**config.mk**
```make
export PLATFORM = sky130hd
export DESIGN_NAME = dsh_result_q
export DESIGN_NICKNAME = d
export VERILOG_FILES = /design/src/rtl/diamond_square_heightmap_core_defines.svh /design/src/rtl/dsh_pkg.sv /design/src/rtl/dsh_result_q.sv
export SDC_FILE = /design/constraint.sdc
export NUM_CORES = 1
export LEC_CHECK = 0
export BUFFER_PORTS_ARGS = -buffer_cell sky130_fd_sc_hd__buf_2
export CORE_ASPECT_RATIO = 1.5
export CORE_UTILIZATION = 57
export DETAILED_ROUTE_END_ITERATION = 8
export GPL_ROUTABILITY_DRIVEN = 0
export GPL_TIMING_DRIVEN = 0
export PLACE_DENSITY = 0.85
export SKIP_CTS_REPAIR_TIMING = 1
export SYNTH_ARGS = -nofsm -noshare
export SYNTH_HDL_FRONTEND = slang
export SYNTH_SLANG_ARGS = --single-unit
```
**constraint.sdc**
```tcl
create_clock -name clk -period 7.1 [get_ports clk]
set_input_delay 1.065 -clock clk [delete_from_list [all_inputs] [get_ports clk]]
set_output_delay 1.065 -clock clk [all_outputs]
set_load 0.01 [all_outputs]
```
**src/rtl/diamond_square_heightmap_core_defines.svh**
```systemverilog
// ----------------------------------------------------------------------------
// diamond_square_heightmap_core_defines
// Assertion macros used by the cell pipeline of the height grid generator RTL.
// ----------------------------------------------------------------------------
`ifndef DIAMOND_SQUARE_HEIGHTMAP_CORE_DEFINES_SVH
`define DIAMOND_SQUARE_HEIGHTMAP_CORE_DEFINES_SVH

// Same-cycle implication, checked out of reset
`define DSH_ASSERT_SAME(label, clk, rst, ante, cons, msg) \
  label: assert property (@(posedge clk) disable iff (rst) (ante) |-> (cons)) \
    else $error(msg);

// Next-cycle implication, checked out of reset
`define DSH_ASSERT_NEXT(label, clk, rst, ante, cons, msg) \
  label: assert property (@(posedge clk) disable iff (rst) (ante) |=> (cons)) \
    else $error(msg);

`endif

```
**src/rtl/dsh_pkg.sv**
```systemverilog
// ----------------------------------------------------------------------------
// dsh_pkg
// Shared constants and types of the diamond-square height grid generator.
// ----------------------------------------------------------------------------
`default_nettype none

package dsh_pkg;

  localparam int ORDER_W     = 3;
  localparam int SCALE_W     = 17;
  localparam int RAND_W      = 15;
  localparam int CFG_IDX_W   = 1;
  localparam int COORD_OUT_W = 8;

  // Register indexes of the config port
  localparam logic [CFG_IDX_W-1:0] CFG_GRID_ORDER = 1'b0;
  localparam logic [CFG_IDX_W-1:0] CFG_ROUGHNESS  = 1'b1;

  localparam logic [ORDER_W-1:0] ORDER_RESET = 3'd1;
  localparam logic [SCALE_W-1:0] RATIO_RESET = 17'd41767;

  // Largest random word, 0x7fff, and half the 65534 divisor of the random term
  localparam int RAND_HALF = 32767;
  // Rounding offset of the Q1.16 scale product
  localparam int SCALE_ROUND = 32768;

  typedef struct packed {
    logic diamond;  // cell belongs to the diamond pass
    logic done;     // cell closes the whole generation
  } dsh_item_flags_t;

  typedef enum logic [1:0] {
    WR_IDLE,
    WR_MAIN,
    WR_MIRROR
  } dsh_wr_state_t;

endpackage

`default_nettype wire

```
**src/rtl/dsh_result_q.sv**
```systemverilog
// ----------------------------------------------------------------------------
// dsh_result_q
// Two-entry result queue; each entry drives one or two output requests.
// ----------------------------------------------------------------------------
`default_nettype none

module dsh_result_q #(
  parameter int HEIGHT_WIDTH = 24
) (
  input  logic                             clk,
  input  logic                             rst,
  input  logic                             push,
  input  logic [dsh_pkg::COORD_OUT_W-1:0]  push_row0,
  input  logic [dsh_pkg::COORD_OUT_W-1:0]  push_col0,
  input  logic [dsh_pkg::COORD_OUT_W-1:0]  push_row1,
  input  logic [dsh_pkg::COORD_OUT_W-1:0]  push_col1,
  input  logic signed [HEIGHT_WIDTH-1:0]   push_height,
  input  logic                             push_two,
  input  logic                             push_done,
  output logic                             space,
  output logic                             out_valid,
  input  logic                             out_ready,
  output logic [dsh_pkg::COORD_OUT_W-1:0]  row,
  output logic [dsh_pkg::COORD_OUT_W-1:0]  col,
  output logic signed [HEIGHT_WIDTH-1:0]   height,
  output logic                             last_of_run,
  output logic                             grid_done
);
  import dsh_pkg::*;

  logic [COORD_OUT_W-1:0] e_row0 [2];
  logic [COORD_OUT_W-1:0] e_col0 [2];
  logic [COORD_OUT_W-1:0] e_row1 [2];
  logic [COORD_OUT_W-1:0] e_col1 [2];
  logic signed [HEIGHT_WIDTH-1:0] e_h [2];
  logic [1:0] e_two, e_done;
  logic       wr_ptr, rd_ptr, beat, pop;
  logic [1:0] count;

  assign space       = (count != 2'd2);
  assign out_valid   = (count != 2'd0);
  assign last_of_run = beat || !e_two[rd_ptr];
  assign grid_done   = e_done[rd_ptr] && last_of_run;
  assign row         = beat ? e_row1[rd_ptr] : e_row0[rd_ptr];
  assign col         = beat ? e_col1[rd_ptr] : e_col0[rd_ptr];
  assign height      = e_h[rd_ptr];
  assign pop         = out_valid && out_ready && last_of_run;

  // Entry storage
  always_ff @(posedge clk) begin
    if (push) begin
      e_row0[wr_ptr] <= push_row0;
      e_col0[wr_ptr] <= push_col0;
      e_row1[wr_ptr] <= push_row1;
      e_col1[wr_ptr] <= push_col1;
      e_h[wr_ptr]    <= push_height;
      e_two[wr_ptr]  <= push_two;
      e_done[wr_ptr] <= push_done;
    end
  end

  // Pointers, fill count and beat within an entry
  always_ff @(posedge clk) begin
    if (rst) begin
      wr_ptr <= 1'b0;
      rd_ptr <= 1'b0;
      count  <= '0;
      beat   <= 1'b0;
    end else begin
      if (push) begin
        wr_ptr <= !wr_ptr;
      end
      if (pop) begin
        rd_ptr <= !rd_ptr;
        beat   <= 1'b0;
      end else if (out_valid && out_ready) begin
        beat <= 1'b1;
      end
      count <= count + 2'(push) - 2'(pop);
    end
  end

endmodule

`default_nettype wire

```
Word-level counts from Yosys, hierarchy flattened
Memory sizes are Yosys's and may differ from the RTL's. A register that Yosys moved wholly into a read port is not among the register bits.
Index checks and enable logic that the tools add are counted.

word-level totals
  bits in registers = 9
  RAM bits = 112
  input port bits = 62
  output and inout bits = 44
  word-level logic and storage cells = 49
  memories kept = 5

memories
  memory  words  bits a word  rd ports  clocked after memory_dff  wr ports  RTL line            text
  e_h     2      24           1         1                         1         dsh_result_q.sv:35  logic signed [HEIGHT_WIDTH-1:0] e_h [2];
  e_col0  2      8            1         1                         1         dsh_result_q.sv:32  logic [COORD_OUT_W-1:0] e_col0 [2];
  e_col1  2      8            1         1                         1         dsh_result_q.sv:34  logic [COORD_OUT_W-1:0] e_col1 [2];
  e_row0  2      8            1         1                         1         dsh_result_q.sv:31  logic [COORD_OUT_W-1:0] e_row0 [2];
  e_row1  2      8            1         1                         1         dsh_result_q.sv:33  logic [COORD_OUT_W-1:0] e_row1 [2];

cells by class
  add/subtract/negate cells = 2
  magnitude comparators = 3
  equal/unequal tests = 1
  mux-type cells = 22
  reductions and logical operators = 10

operators by type and width
  cell                  count
  $mux W1               17
  $mux W8               2
  $bwmux W2             2
  $logic_and A1 B1 Y1   4
  $lt A1 B2 Y1 const B  2
  $logic_not A1 Y1      3
  $add A2 B1 Y2         1
  $ne A2 B2 Y1 const B  1
  $reduce_bool A2 Y1    1
  $reduce_or A2 Y1      1
  $sub A2 B1 Y2         1
  $demux W1 S1          1
  $ge A1 B1 Y1 const B  1
  $logic_or A1 B1 Y1    1

Longest topological paths before layout
  depth in word-level cells = 7
  gate-level depth with buffers = 9
  mapped depth without buffers = 9

Worst setup path after synthesis
No wires, ideal clock.

  path type = input -> register
  start = in push
  end = mem e_col0[0][0] (enable)
  setup time = 0.481 ns
  arrival = 3.623 ns
  data required time = 6.619 ns
  setup slack = 2.996 ns
  stages on the path = 1
  path buffers = 0
  cell sequence = nor2b_1

between the ends
  cells in the longest elaborated chain, start to end = 2

ends and longest elaborated chain
  item                           RTL line            text
  start: declaration             dsh_result_q.sv:12  input logic push,
  $mux W1                        dsh_result_q.sv:51  if (push) begin
  $mux W1 (not written as such)  dsh_result_q.sv:53  e_col0[wr_ptr] <= push_col0;
  end: declaration               dsh_result_q.sv:32

No other way between the ends.

==> results.md <==
* Sum of net half-perimeters after detailed placement at between 5000 and 6000 µm
* Worst Hold Class: reg -> reg
* Initial antenna violation count at 0
* Placeable core area at 7610 µm²
* Total number of clock tree sinks at around 120
* # fillers at 462
* Syn_nets at roughly 260
* Clk buf depth at 2
* Synthesis-to-finish area growth at 29.0%
* Combined buffer and inverter count along the critical path at 2
* Startpoint of the worst register-to-register path: rd_ptr$_SDFFE_PP0P_
* Sum of negative setup slack at 0 ps
* Total Power at roughly 1900 µW
* Die X at between 70 and 80 µm
* Number of buffers created by CTS at 17
* Via density per instance at roughly 5.4
* Mean cell area of the mapped netlist at 22.6 µm²
* Part of the Yosys area used for sequential elements at approximately 80%
* Final hold viol count at 0
* Max-slew headroom at the worst pin at ~45%
* Type of destination of the critical path: output pin
* Final setup violation count at 0
* Cell family with the largest share of critical-path delay: multiplexers
* Worst path required time at 6030 ps
* Mapped Cells at just under 200
* Register-to-Register Setup Slack at roughly 5100 ps
* Clock-pin slew on the worst setup and hold paths at around 50 ps
* Area of the die at between 8000 and 9000 µm²
* Buffers on Ports at 105
* Reg-to-reg critical path endpoint: count[1]$_SDFF_PP0_
* # Max-Cap Violations at 0
* CTS tree: built
* Distinct cells, synth at 24
* Pin count of the biggest net entering global routing at 32
* Remaining antenna violation count after routing at 0
* Instance area at placement at ~5200 µm²
* Grt ovf at 0
* Layout Skew at roughly 4.7 ps
* Crit start category: flip-flop
* Worst hold path depth at 2
* Chip Height at about 110 µm
* Final routed wirelength across all metal layers at approximately 8000 µm
* Residual DRC count at 0
* Wire length of the first global-routing pass at 12200 µm
* Run status: finished, final reports clean
* Netlist Area Pre-Place at between 4000 and 5000 µm²
* Achievable clock frequency at around 350 MHz
* Worst hold slack after final layout at slightly above 600 ps
* Design area at ~5800 µm²
* Clk Latency, worst-skew pair at 400 ps
* Transition time at the pin with the least slew margin at 828 ps
* Number of placed I/O pins at roughly 110
* Max-slew violation total from the final report at 0
* CP Data Arrival Time at 1790 ps
* Total number of vias at ~2400
* Detailed Routing Iterations Pass 1 at 6
* Commonest cells after routing, fill and taps aside: 116 x edfxtp_1, 107 x buf_2, 24 x mux2_2, 17 x clkbuf_16, 14 x mux4_2
* H-tree level count at 4
* Period utilisation layout at between 40% and 50%
* Overall fraction of global-route tracks in use at a little over a fifth
* Post-synthesis register bit count at between 100 and 150
* Count of yosys warnings during synthesis at 0
* Startpoint of the most critical hold path: count[1]$_SDFF_PP0_
* Core occupancy in the finished layout at roughly three quarters
* Number of global-route vias before repair at around 2600
* Worst min-delay path endpoint: count[1]$_SDFF_PP0_
* Chain of cells forming the critical path: buf_6 -> mux4_2 -> buf_2
* Leakage at between 0.002 and 0.0025 µW
* Master of the slowest instance on the critical path: mux4_2
* Layout cells sized above 1 at between 50% and 60%
* Library cell used as clock root buffer: clkbuf_16
* Highest ir drop seen on vdd at 0.000252 V
* Final Critical Period at roughly 2900 ps
* Setup Crit Path Kind: reg -> out
* Power density over cell area at roughly 330 nW/µm²
* Number of diodes at 0
* Detailed router's first-iteration violation count at between 100 and 150
* Largest fanout of any net on the critical path at 10
* Most common library cell in the layout ignoring fill and taps: edfxtp_1
* Placement row count at 39
* Slowest cell delay on critical path at between 500 and 600 ps
* R2r worst-path depth at 9
* Initial cell density of the core at between 50% and 60%
* RSZ-0062 raised after global routing: false
* Net count of the finished layout at 389
* WL/cell at around 18 µm
-- Yosys cell counts --
master / n / area (µm²)
edfxtp_1: 116 / 3480
a31o_2: 1 / 8.76
mux4_1: 2 / 52.6
nor2_1: 5 / 18.8
nand2_1: 1 / 3.75
o221a_2: 2 / 22.5
or2_2: 1 / 6.26
inv_1: 6 / 22.5
mux4_2: 14 / 315
xor2_1: 1 / 8.76
a21oi_1: 1 / 5.00
nor3_1: 1 / 5.00
mux2_2: 24 / 270
dfxtp_1: 6 / 120
mux2i_1: 2 / 20.0
ha_1: 2 / 25.0
and2_1: 2 / 12.5
nor4_1: 1 / 6.26
xnor2_1: 1 / 8.76
buf_2: 2 / 10.0
o21ai_0: 1 / 5.00
buf_6: 4 / 45.0
o21ai_2: 1 / 8.76
nor2b_1: 2 / 12.5
-- through the flow --
stage                     std cells  setup slack (ps)
after floorplan                 199              3000
after global placement          406              1610
after detailed placement        408              4540
after CTS                       440              4200
after global routing            440              4150
final                           440              4240
-- routing by layer --
metal / GRT usage (%) / part of all wire, %
met5: 0 / 0
met4: 12.5 / 2.2
met3: 6.91 / 6.2
met2: 38.3 / 58
met1: 20.2 / 34
-- area by class of cell --
cell class              count  area (µm²)  area share, %
plain buffers               6        55.1          0.949
inverters                   6        22.5          0.388
well taps                 102         128           2.20
flip-flops and latches    122        3600           62.1
repair buffers            107         566           9.75
multi-input cells          65         825           14.2
clock buffers              24         512           8.82
clock inverters             8        88.8           1.53
-- worst register-to-register path: stages (launching register included) --
cell	delay (ps)
dfxtp_1	440
mux2i_1	280
nor2_1	110
nor2_1	160
ha_1	250
inv_1	60
ha_1	150
xor2_1	180
nor2_1	80
nor3_1	200
-- worst max-delay path by stage --
stage                          from                      to  slack (ps)  cells after the start
after detailed placement       push     e_h[0][3]$_DFFE_PP_        4540                      3
after floorplan                push  e_col0[0][0]$_DFFE_PP_        3000                      1
after global placement         push    e_h[0][10]$_DFFE_PP_        1610                      2
final                     flip-flop                  row[1]        4240                      3
after CTS                 flip-flop                  row[1]        4200                      3
after global routing      flip-flop                  row[1]        4150                      3
-- cell families after synthesis --
group	count (synthesis)	synth area share [%]
adder cells (fa/ha/maj)	2	0.556
AO/OA/AOI/OAI	6	1.11
XOR/XNOR	2	0.390
buffers and inverters	12	1.72
multiplexers	42	14.6
AND/OR/NAND/NOR	13	1.45
flip-flops	122	80.1
-- power by group --
group / switching [µW] / leakage [µW] / total, µW / internal (µW)
logic: 119 / 0.000746 / 232 / 113
registers: 18.1 / 0.00114 / 861 / 842
clock network: 273 / 0.000303 / 840 / 568
-- flip-flops by register name, summed over array words and instances (netlist names), named ones only --
signal and count:
rd_ptr 1, e_row1 16, wr_ptr 1, e_col1 16, e_col0 16, e_done 2, beat 1, count 2
e_h 48, e_row0 16, e_two 2
Power figures use the tool's default switching activity.
