### src/rtl/diamond_square_heightmap_core_defines.svh
// ----------------------------------------------------------------------------
// diamond_square_heightmap_core_defines
// Assertion macros used by the cell pipeline of the height grid generator RTL.
// ----------------------------------------------------------------------------
`ifndef DIAMOND_SQUARE_HEIGHTMAP_CORE_DEFINES_SVH
`define DIAMOND_SQUARE_HEIGHTMAP_CORE_DEFINES_SVH

// Same-cycle implication, checked out of reset
`define DSH_ASSERT_SAME(label, clk, rst, ante, cons, msg) \
  label: assert property (@(posedge clk) disable iff (rst) (ante) |-> (cons)) \
    else $error(msg);

// Next-cycle implication, checked out of reset
`define DSH_ASSERT_NEXT(label, clk, rst, ante, cons, msg) \
  label: assert property (@(posedge clk) disable iff (rst) (ante) |=> (cons)) \
    else $error(msg);

`endif

### src/rtl/dsh_pkg.sv
// ----------------------------------------------------------------------------
// dsh_pkg
// Shared constants and types of the diamond-square height grid generator.
// ----------------------------------------------------------------------------
`default_nettype none

package dsh_pkg;

  localparam int ORDER_W     = 3;
  localparam int SCALE_W     = 17;
  localparam int RAND_W      = 15;
  localparam int CFG_IDX_W   = 1;
  localparam int COORD_OUT_W = 8;

  // Register indexes of the config port
  localparam logic [CFG_IDX_W-1:0] CFG_GRID_ORDER = 1'b0;
  localparam logic [CFG_IDX_W-1:0] CFG_ROUGHNESS  = 1'b1;

  localparam logic [ORDER_W-1:0] ORDER_RESET = 3'd1;
  localparam logic [SCALE_W-1:0] RATIO_RESET = 17'd41767;

  // Largest random word, 0x7fff, and half the 65534 divisor of the random term
  localparam int RAND_HALF = 32767;
  // Rounding offset of the Q1.16 scale product
  localparam int SCALE_ROUND = 32768;

  typedef struct packed {
    logic diamond;  // cell belongs to the diamond pass
    logic done;     // cell closes the whole generation
  } dsh_item_flags_t;

  typedef enum logic [1:0] {
    WR_IDLE,
    WR_MAIN,
    WR_MIRROR
  } dsh_wr_state_t;

endpackage

`default_nettype wire

### src/rtl/dsh_scan.sv
// ----------------------------------------------------------------------------
// dsh_scan
// Scan sequencer: stride, row, column, pass and level scale of the run.
// ----------------------------------------------------------------------------
`default_nettype none

module dsh_scan #(
  parameter int MAX_ORDER = 7
) (
  input  logic                           clk,
  input  logic                           rst,
  input  logic [dsh_pkg::ORDER_W-1:0]    grid_order,
  input  logic [dsh_pkg::SCALE_W-1:0]    roughness_ratio,
  input  logic                           start,
  input  logic                           step,
  output logic                           item_fire,
  output logic [MAX_ORDER:0]             item_row,
  output logic [MAX_ORDER:0]             item_col,
  output logic [MAX_ORDER:0]             item_stride,
  output logic [MAX_ORDER:0]             item_last,
  output logic [dsh_pkg::SCALE_W-1:0]    item_scale,
  output dsh_pkg::dsh_item_flags_t       item_flags
);
  import dsh_pkg::*;

  localparam int CW     = MAX_ORDER + 1;
  localparam int PROD_W = 2 * SCALE_W;

  logic [CW-1:0]      stride, stride_next;
  logic [CW-1:0]      crow, crow_next;
  logic [CW-1:0]      ccol, ccol_next;
  logic [CW-1:0]      run_last, run_last_next;
  logic               diamond, diamond_next;
  logic               odd_line, odd_line_next;
  logic               running, running_next;
  logic [SCALE_W-1:0] scale, scale_next;

  logic [CW-1:0]      last_start;
  logic [CW:0]        col_adv, row_adv2, row_adv1, last_ext;
  logic [PROD_W-1:0]  scale_prod;
  logic [PROD_W-17:0] scale_rnd;
  logic [SCALE_W-1:0] scale_sat;
  logic               done_c;

  // Clamp the order to 1..MAX_ORDER and form side-1
  always_comb begin
    if (grid_order == '0) begin
      last_start = CW'(2);
    end else if (32'(grid_order) > MAX_ORDER) begin
      last_start = CW'(1) << MAX_ORDER;
    end else begin
      last_start = CW'(1) << grid_order;
    end
  end

  // Next level scale, rounded Q1.16 product saturated to 17 bits
  always_comb begin
    scale_prod = PROD_W'(scale) * PROD_W'(roughness_ratio) + PROD_W'(SCALE_ROUND);
    scale_rnd  = scale_prod[PROD_W-1:16];
    scale_sat  = (scale_rnd > (PROD_W-16)'({SCALE_W{1'b1}})) ? {SCALE_W{1'b1}}
                                                              : scale_rnd[SCALE_W-1:0];
  end

  assign col_adv   = {1'b0, ccol} + {stride, 1'b0};
  assign row_adv2  = {1'b0, crow} + {stride, 1'b0};
  assign row_adv1  = {1'b0, crow} + {1'b0, stride};
  assign last_ext  = {1'b0, run_last};
  assign item_fire = step && running && (stride != '0);

  // Scan advance
  always_comb begin
    stride_next   = stride;
    crow_next     = crow;
    ccol_next     = ccol;
    run_last_next = run_last;
    diamond_next  = diamond;
    odd_line_next = odd_line;
    running_next  = running;
    scale_next    = scale;
    done_c        = 1'b0;
    if (start) begin
      run_last_next = last_start;
      stride_next   = last_start >> 1;
      crow_next     = last_start >> 1;
      ccol_next     = last_start >> 1;
      diamond_next  = 1'b0;
      odd_line_next = 1'b0;
      running_next  = 1'b1;
      scale_next    = roughness_ratio;
    end else if (item_fire) begin
      if (!diamond) begin
        if (col_adv >= last_ext) begin
          ccol_next = stride;
          if (row_adv2 >= last_ext) begin
            diamond_next  = 1'b1;
            crow_next     = '0;
            odd_line_next = 1'b1;
          end else begin
            crow_next = row_adv2[CW-1:0];
          end
        end else begin
          ccol_next = col_adv[CW-1:0];
        end
      end else begin
        if (col_adv >= last_ext) begin
          if (row_adv1 >= last_ext) begin
            // level finished
            scale_next    = scale_sat;
            stride_next   = stride >> 1;
            diamond_next  = 1'b0;
            odd_line_next = 1'b0;
            if ((stride >> 1) == '0) begin
              done_c       = 1'b1;
              running_next = 1'b0;
              crow_next    = '0;
              ccol_next    = '0;
            end else begin
              crow_next = stride >> 1;
              ccol_next = stride >> 1;
            end
          end else begin
            crow_next     = row_adv1[CW-1:0];
            odd_line_next = !odd_line;
            ccol_next     = !odd_line ? stride : '0;
          end
        end else begin
          ccol_next = col_adv[CW-1:0];
        end
      end
    end
  end

  always_ff @(posedge clk) begin
    if (rst) begin
      stride   <= '0;
      crow     <= '0;
      ccol     <= '0;
      run_last <= CW'(2);
      diamond  <= 1'b0;
      odd_line <= 1'b0;
      running  <= 1'b0;
      scale    <= '0;
    end else begin
      stride   <= stride_next;
      crow     <= crow_next;
      ccol     <= ccol_next;
      run_last <= run_last_next;
      diamond  <= diamond_next;
      odd_line <= odd_line_next;
      running  <= running_next;
      scale    <= scale_next;
    end
  end

  assign item_row         = crow;
  assign item_col         = ccol;
  assign item_stride      = stride;
  assign item_last        = run_last;
  assign item_scale       = scale;
  assign item_flags.diamond = diamond;
  assign item_flags.done    = done_c;

endmodule

`default_nettype wire

### config.mk
export PLATFORM = sky130hd
export DESIGN_NAME = dsh_scan
export DESIGN_NICKNAME = d
export VERILOG_FILES = /design/src/rtl/diamond_square_heightmap_core_defines.svh /design/src/rtl/dsh_pkg.sv /design/src/rtl/dsh_scan.sv
export SDC_FILE = /design/constraint.sdc
export NUM_CORES = 1
export LEC_CHECK = 0
export ABC_AREA = 0
export BUFFER_PORTS_ARGS = -buffer_cell sky130_fd_sc_hd__buf_2
export CAP_MARGIN = 40
export CORE_UTILIZATION = 70
export CTS_BUF_LIST = sky130_fd_sc_hd__clkbuf_2 sky130_fd_sc_hd__clkbuf_4 sky130_fd_sc_hd__clkbuf_8
export DETAILED_ROUTE_END_ITERATION = 10
export GPL_ROUTABILITY_DRIVEN = 0
export PLACE_DENSITY_LB_ADDON = 0.15
export SLEW_MARGIN = 15
export SYNTH_ARGS = -nofsm -noshare
export SYNTH_HDL_FRONTEND = slang
export SYNTH_SLANG_ARGS = --single-unit
### constraint.sdc
create_clock -name clk -period 19.4 [get_ports clk]
set_clock_uncertainty 0.1 [all_clocks]
set_input_delay 3.88 -clock clk [delete_from_list [all_inputs] [get_ports clk]]
set_output_delay 3.88 -clock clk [all_outputs]
set_load 0.02 [all_outputs]
==> Yosys cells after proc, flatten, opt, wreduce, memory -nomap -nowiden <==
Index checks and enable logic that the tools add are counted.
{ "totals": {"register_bits": 51, "input_bits": 24, "out_inout_bits": 52} }
{ "op_classes": {"n_addsub": 4, "multipliers": 1, "order_cmp": 4, "n_shift": 1, "n_mux": 49, "n_reduce_logical": 18} }
{ "ops": {"columns": ["op", "count"], "rows": [
  ["$mux W17", 6],
  ["$mux W8", 10],
  ["$mux W7", 10],
  ["$add A34 B16 Y34 const B", 1],
  ["$mul A17 B17 Y34", 1],
  ["$ge A9 B8 Y1", 3],
  ["$mux W1", 22],
  ["$add A8 B8 Y9", 2],
  ["$gt A18 B17 Y1 const B", 1],
  ["$reduce_bool A2 Y1", 6],
  ["$add A8 B7 Y9", 1],
  ["$logic_not A8 Y1", 1],
  ["$reduce_bool A8 Y1", 1],
  ["$shl A1 B3 Y8 const A", 1],
  ["$mux W6", 1],
  ["$reduce_and A5 Y1", 1],
  ["$reduce_and A2 Y1", 2],
  ["$reduce_and A4 Y1", 1],
  ["$logic_not A3 Y1", 1],
  ["$reduce_and A3 Y1", 1],
  ["$logic_and A1 B1 Y1", 2],
  ["$reduce_or A2 Y1", 1],
  ["$logic_not A1 Y1", 1]
]} }

==> Longest topological paths before layout <==
{ "depth": {"word_depth": 9, "ltp_mapped": 24, "ltp_nobuf": 22} }

==> Worst setup path before layout <==
Ideal clock, no wire load.
{ "synth_timing": {"path_kind": "input port to flip-flop", "startpoint": "input port roughness_ratio[9] (netlist name)", "endpoint": "register scale[14], in the netlist item_scale[14]", "setup_ps": 137, "arrival_time_ps": 9557, "t_required_ps": 19163, "setup_slack_ps": 9605, "path_stages": 23, "cell_sequence": "clkbuf_1 -> clkbuf_1 -> nand2_1 -> fa_1 -> inv_1 -> fa_1 -> inv_1 -> fa_1 -> inv_1 -> fa_1 -> fa_1 -> inv_1 -> fa_1 -> inv_1 -> ha_1 -> a21oi_1 -> o21ai_0 -> a221oi_2 -> o221ai_2 -> a31oi_1 -> nor2b_1 -> o311ai_0 -> a211oi_2"} }
{ "synth_between": {"elab_chain_len": 9} }
{ "synth_lines": {"columns": ["item", "line_no", "rtl"], "rows": [
  ["from (decl)", "dsh_scan.sv:13", "input logic [dsh_pkg::SCALE_W-1:0] roughness_ratio,"],
  ["$mul A17 B17 Y34 *", "dsh_scan.sv:58", "scale_prod = PROD_W'(scale) * PROD_W'(roughness_ratio) + PROD_W'(SCALE_ROUND);"],
  ["$add A34 B16 Y34 *", "dsh_scan.sv:58", null],
  ["$gt A18 B17 Y1", "dsh_scan.sv:60", "scale_sat = (scale_rnd > (PROD_W-16)'({SCALE_W{1'b1}})) ? {SCALE_W{1'b1}}"],
  ["$mux W17 *", "dsh_scan.sv:60", null],
  ["$mux W17 *", "dsh_scan.sv:106", "if (row_adv1 >= last_ext) begin"],
  ["$mux W17 *", "dsh_scan.sv:105", "if (col_adv >= last_ext) begin"],
  ["$mux W17 *", "dsh_scan.sv:91", "if (!diamond) begin"],
  ["$mux W17 *", "dsh_scan.sv:90", "end else if (item_fire) begin"],
  ["$mux W17 *", "dsh_scan.sv:81", "if (start) begin"],
  ["to (signal assigned)", "dsh_scan.sv:151", "scale <= scale_next;"],
  ["to (decl)", "dsh_scan.sv:36", "logic [SCALE_W-1:0] scale, scale_next;"]
]} }
Mark *: on every way between the ends. The rest lies on a longest branch, timed or not. The select of a mux whose other input is x is not followed.
A chain may end at the register's enable or synchronous reset.

==> Worst setup path after layout <==
{ "layout_timing": {"startpoint": "input port roughness_ratio[10] (netlist name)", "endpoint": "register scale[14], in the netlist item_scale[14]"} }
The elaborated chain is that of the path after synthesis.

==> summary.md <==
| Metric | Value |
|---|---|
| Via Count | 10,701 |
| Switching pwr | 0.650 mW |
| Max-slew headroom | 0.364 |
| Worst reg2reg path startpoint | item_scale[14] |
| # setup viols final | 0 |
| YS warnings | 0 |
| Setup CP Type | in2reg |
| Worst Tran Pin Value | between 0.9 and 1 ns |
| Register area share after synthesis | 0.0760 |
| Final nets | 1,948 |
| First drt pass iteration count | 10 |
| Final Hold Violating Endpoints | 0 |
| Final Slew Violations | 0 |
| Row count | 49 |
| Max IR drop VDD | between 100 and 150 µV |
| Post-CTS setup buffers | 0 |
| Total track usage | 0.364 |
| Combinational share of power | 0.831 |
| Commonest non-fill, non-tap cells in the layout | inv_1, fa_1, nand2_1 |
| Root Buffer | clkbuf_8 |
| Post-detailed-route count of antenna-violating nets | 0 |
| Initial antenna violation count | 1 |
| Most common flop cell mapped by yosys | dfxtp_1 |
| Leakage power | 7.09 nW |
| Setup TNS Final | 0 ns |
| Unrepaired setup endpoints after global routing | false |
| Synth Instances | 1,512 |
| DR iter-0 viols | roughly 750 |
| Post-CTS Resized | 0 |
| Number of synthesized flops with an enable pin | 0 |
| Max Clock Freq | 101 MHz |
| Vias in the first global route | 11,220 |
| Status | finished with violations |
| Worst skew pair latency | 0.32 ns |
| CTS tree | yes |
| Clock share of power | 0.058 |
| Layout cells sized above 1 | 0.0838 |
| R2r setup slk | ~13 ns |
| Power Internal | 0.512 mW |
| Number of H-tree levels | 2 |
| Initial Utilization | 0.723 |
| Sequential share of power | 0.111 |
| Syn avg cell area | a little under 9 µm² |
| Switch share | 0.559 |
| Post-Route WL | roughly 33 mm |
| CP Data Arrival Time | 9.97 ns |
| Commonest non-fill, non-tap cell in the layout | inv_1 |
| Core area | 18,200 µm² |
| CP Capture Type | register |
| Clk pin slew, worst setup/hold paths | 0.11 ns |
| Post-synthesis cell area | 13,200 µm² |
| Reg-to-reg endpoint | item_scale[9] |
| Total of max-cap violations | 0 |
| DRC | 3 |
| First-pass GRT wire length | ~56 mm |
| Area growth, synth to finish | 4.41% |
| Max Buffers Root-to-Sink | 2 |
| Reg area | 1000 µm² |
| Die Height | 139 µm |
| Final Cycle Share | 0.508 |
| CP required | 19.50 ns |
| Largest net degree at the start of global routing | 42 |
| Failing checks | design-rule violations |
| DP Area | 13,600 µm² |
| Fillers | 1,369 |
| Ports | 76 |
| Worst r2r path cells | 19 |
| Die area | roughly 19,000 µm² |
| Port bufs | 73 |
| DR WL/cell | 18.7 µm |
| Fin crit period | 9.86 ns |
| Remaining Overflow, GRT | 0 |
| Area of the multi-input gates | 10,800 µm² |
| CP Launch Type | primary input |
| Crit path from | roughness_ratio[10] |
| TritonCTS buffer count | 5 |
| Die X-Extent | 139 µm |
| Synth cell types | 77 |
| Post-DP HPWL | ~25 mm |
| # hold bufs at CTS | 0 |
| Post-route cell area | 13,800 µm² |
| Synth Register Bits | 50 |
| CP max FO | 18 |
| FFs w/ async S/R, synth | 0 |
| CTS Sinks | 50 |
| Hold crit path type | reg2reg |
| Worst Setup EP | item_scale[14] |
| Via-per-instance ratio | 6.05 |
| Pwr/cell area | around 85 nW/µm² |
[synth_stat cells, drive strengths merged (3+ instances only)]
master   number  share of area
nand2       186          0.053
nor3         12         0.0046
and2        147          0.070
mux2i         6         0.0046
xnor2        26          0.017
nand4        13         0.0066
or3          12         0.0057
and3          4         0.0019
o21ai        39          0.015
o31ai         4         0.0033
dfxtp        50          0.076
a21oi        64          0.025
nor2         42          0.013
o211ai        9         0.0069
xor2          5         0.0033
o221ai        7         0.0051
a31oi         8         0.0038
o2111ai       4         0.0027
inv         290          0.083
a21o         14         0.0080
ha          158           0.15
clkbuf       48          0.014
o21a          9         0.0051
nand3        19         0.0076
fa          227           0.35
a211oi       22          0.017
o311ai        3         0.0020
buf          18         0.0095
a221oi        7         0.0051
o22ai         7         0.0033
nor2b         4         0.0019
o31a          4         0.0027
o21bai        8         0.0046
nor4          7         0.0033
a22oi         3         0.0017
[cell type report]
cell class / count / share of cell area
Sequential cell: 50 / 0.0728
Antenna cell: 1 / 0.000182
Tap cell: 229 / 0.0208
Timing Repair Buffer: 85 / 0.0362
Clock inverter: 3 / 0.00191
Multi-Input combinational cell: 1107 / 0.784
Inverter: 290 / 0.0792
Clock buffer: 5 / 0.00500
[state kept, by name, indices dropped and copies added (netlist names)]
| signal | flops |
|---|---|
| item_col | 8 |
| odd_line | 1 |
| item_last | 7 |
| item_row | 8 |
| running | 1 |
| item_stride | 7 |
| diamond | 1 |
| item_scale | 17 |
[stage by stage]
step           utilization  power (mW)  instances  hold slack, ns  worst slack [ns]
3_5_place_dp         0.747        1.08       1756           0.374              9.26
3_3_place_gp         0.744        1.06       1753           0.363              9.36
5_1_grt              0.755        1.29       1770           0.404              9.28
6_report             0.755        1.16       1770           0.387              9.54
4_1_cts              0.752        1.15       1764           0.389              9.59
2_1_floorplan            -       0.889       1513           0.360              9.61
[cells by family (layout without fill, tap and decap cells)]
kind of cell | Yosys count | after routing | synth area share
xor+xnor | 31 | 31 | 0.0206
other cells | 1 | 3 | 0.000285
simple gates | 453 | 453 | 0.172
flops | 50 | 50 | 0.0760
fa+ha+maj | 385 | 385 | 0.495
compound gates | 228 | 228 | 0.124
buf+inv | 356 | 383 | 0.106
mux | 8 | 8 | 0.00627
[power groups by stage]
| stage | clock, mW | combinational [mW] | sequential [mW] |
|---|---|---|---|
| after CTS | 0.0672 | 0.956 | 0.131 |
| after detailed placement | 0 | 0.946 | 0.133 |
| after global placement | 0 | 0.922 | 0.133 |
| after global routing | 0.0707 | 1.09 | 0.130 |
| final | 0.0674 | 0.966 | 0.129 |
| after floorplan | 0 | 0.764 | 0.126 |
[worst max-delay path, stage by stage]
cell and delay [ns]:
buf_2 0.45, nand2_1 0.16, fa_1 0.55, inv_1 0.05
fa_1 0.49, inv_1 0.06, fa_1 0.53, inv_1 0.05
fa_1 0.47, fa_1 0.57, inv_1 0.07, fa_1 0.54
inv_1 0.04, ha_1 0.34, nand2_1 0.15, o21ai_0 0.12
a221oi_2 0.36, o221ai_2 0.19, a31oi_1 0.28, nor2b_1 0.08
o311ai_0 0.38, a211oi_2 0.12
[worst min-delay path by stage]
stage	start	cells after the start	slack (ns)	endpoint
after floorplan	running	2	0.36	running
after global placement	item_last[7]	2	0.36	item_last[7]
after detailed placement	item_last[5]	2	0.37	item_last[5]
after CTS	item_last[5]	2	0.39	item_last[5]
after global routing	item_last[5]	2	0.40	item_last[5]
final	item_last[7]	2	0.39	item_last[7]
[layer usage]
layer	wire length (µm)	vias up	track usage	share of wire
met5	0	-	0	0
met1	13400	5267	0.476	0.41
met4	1010	0	0.154	0.031
met2	15900	488	0.600	0.48
li1	-	4870	-	-
met3	2770	76	0.0625	0.084
(Power assumes the default switching activity.)
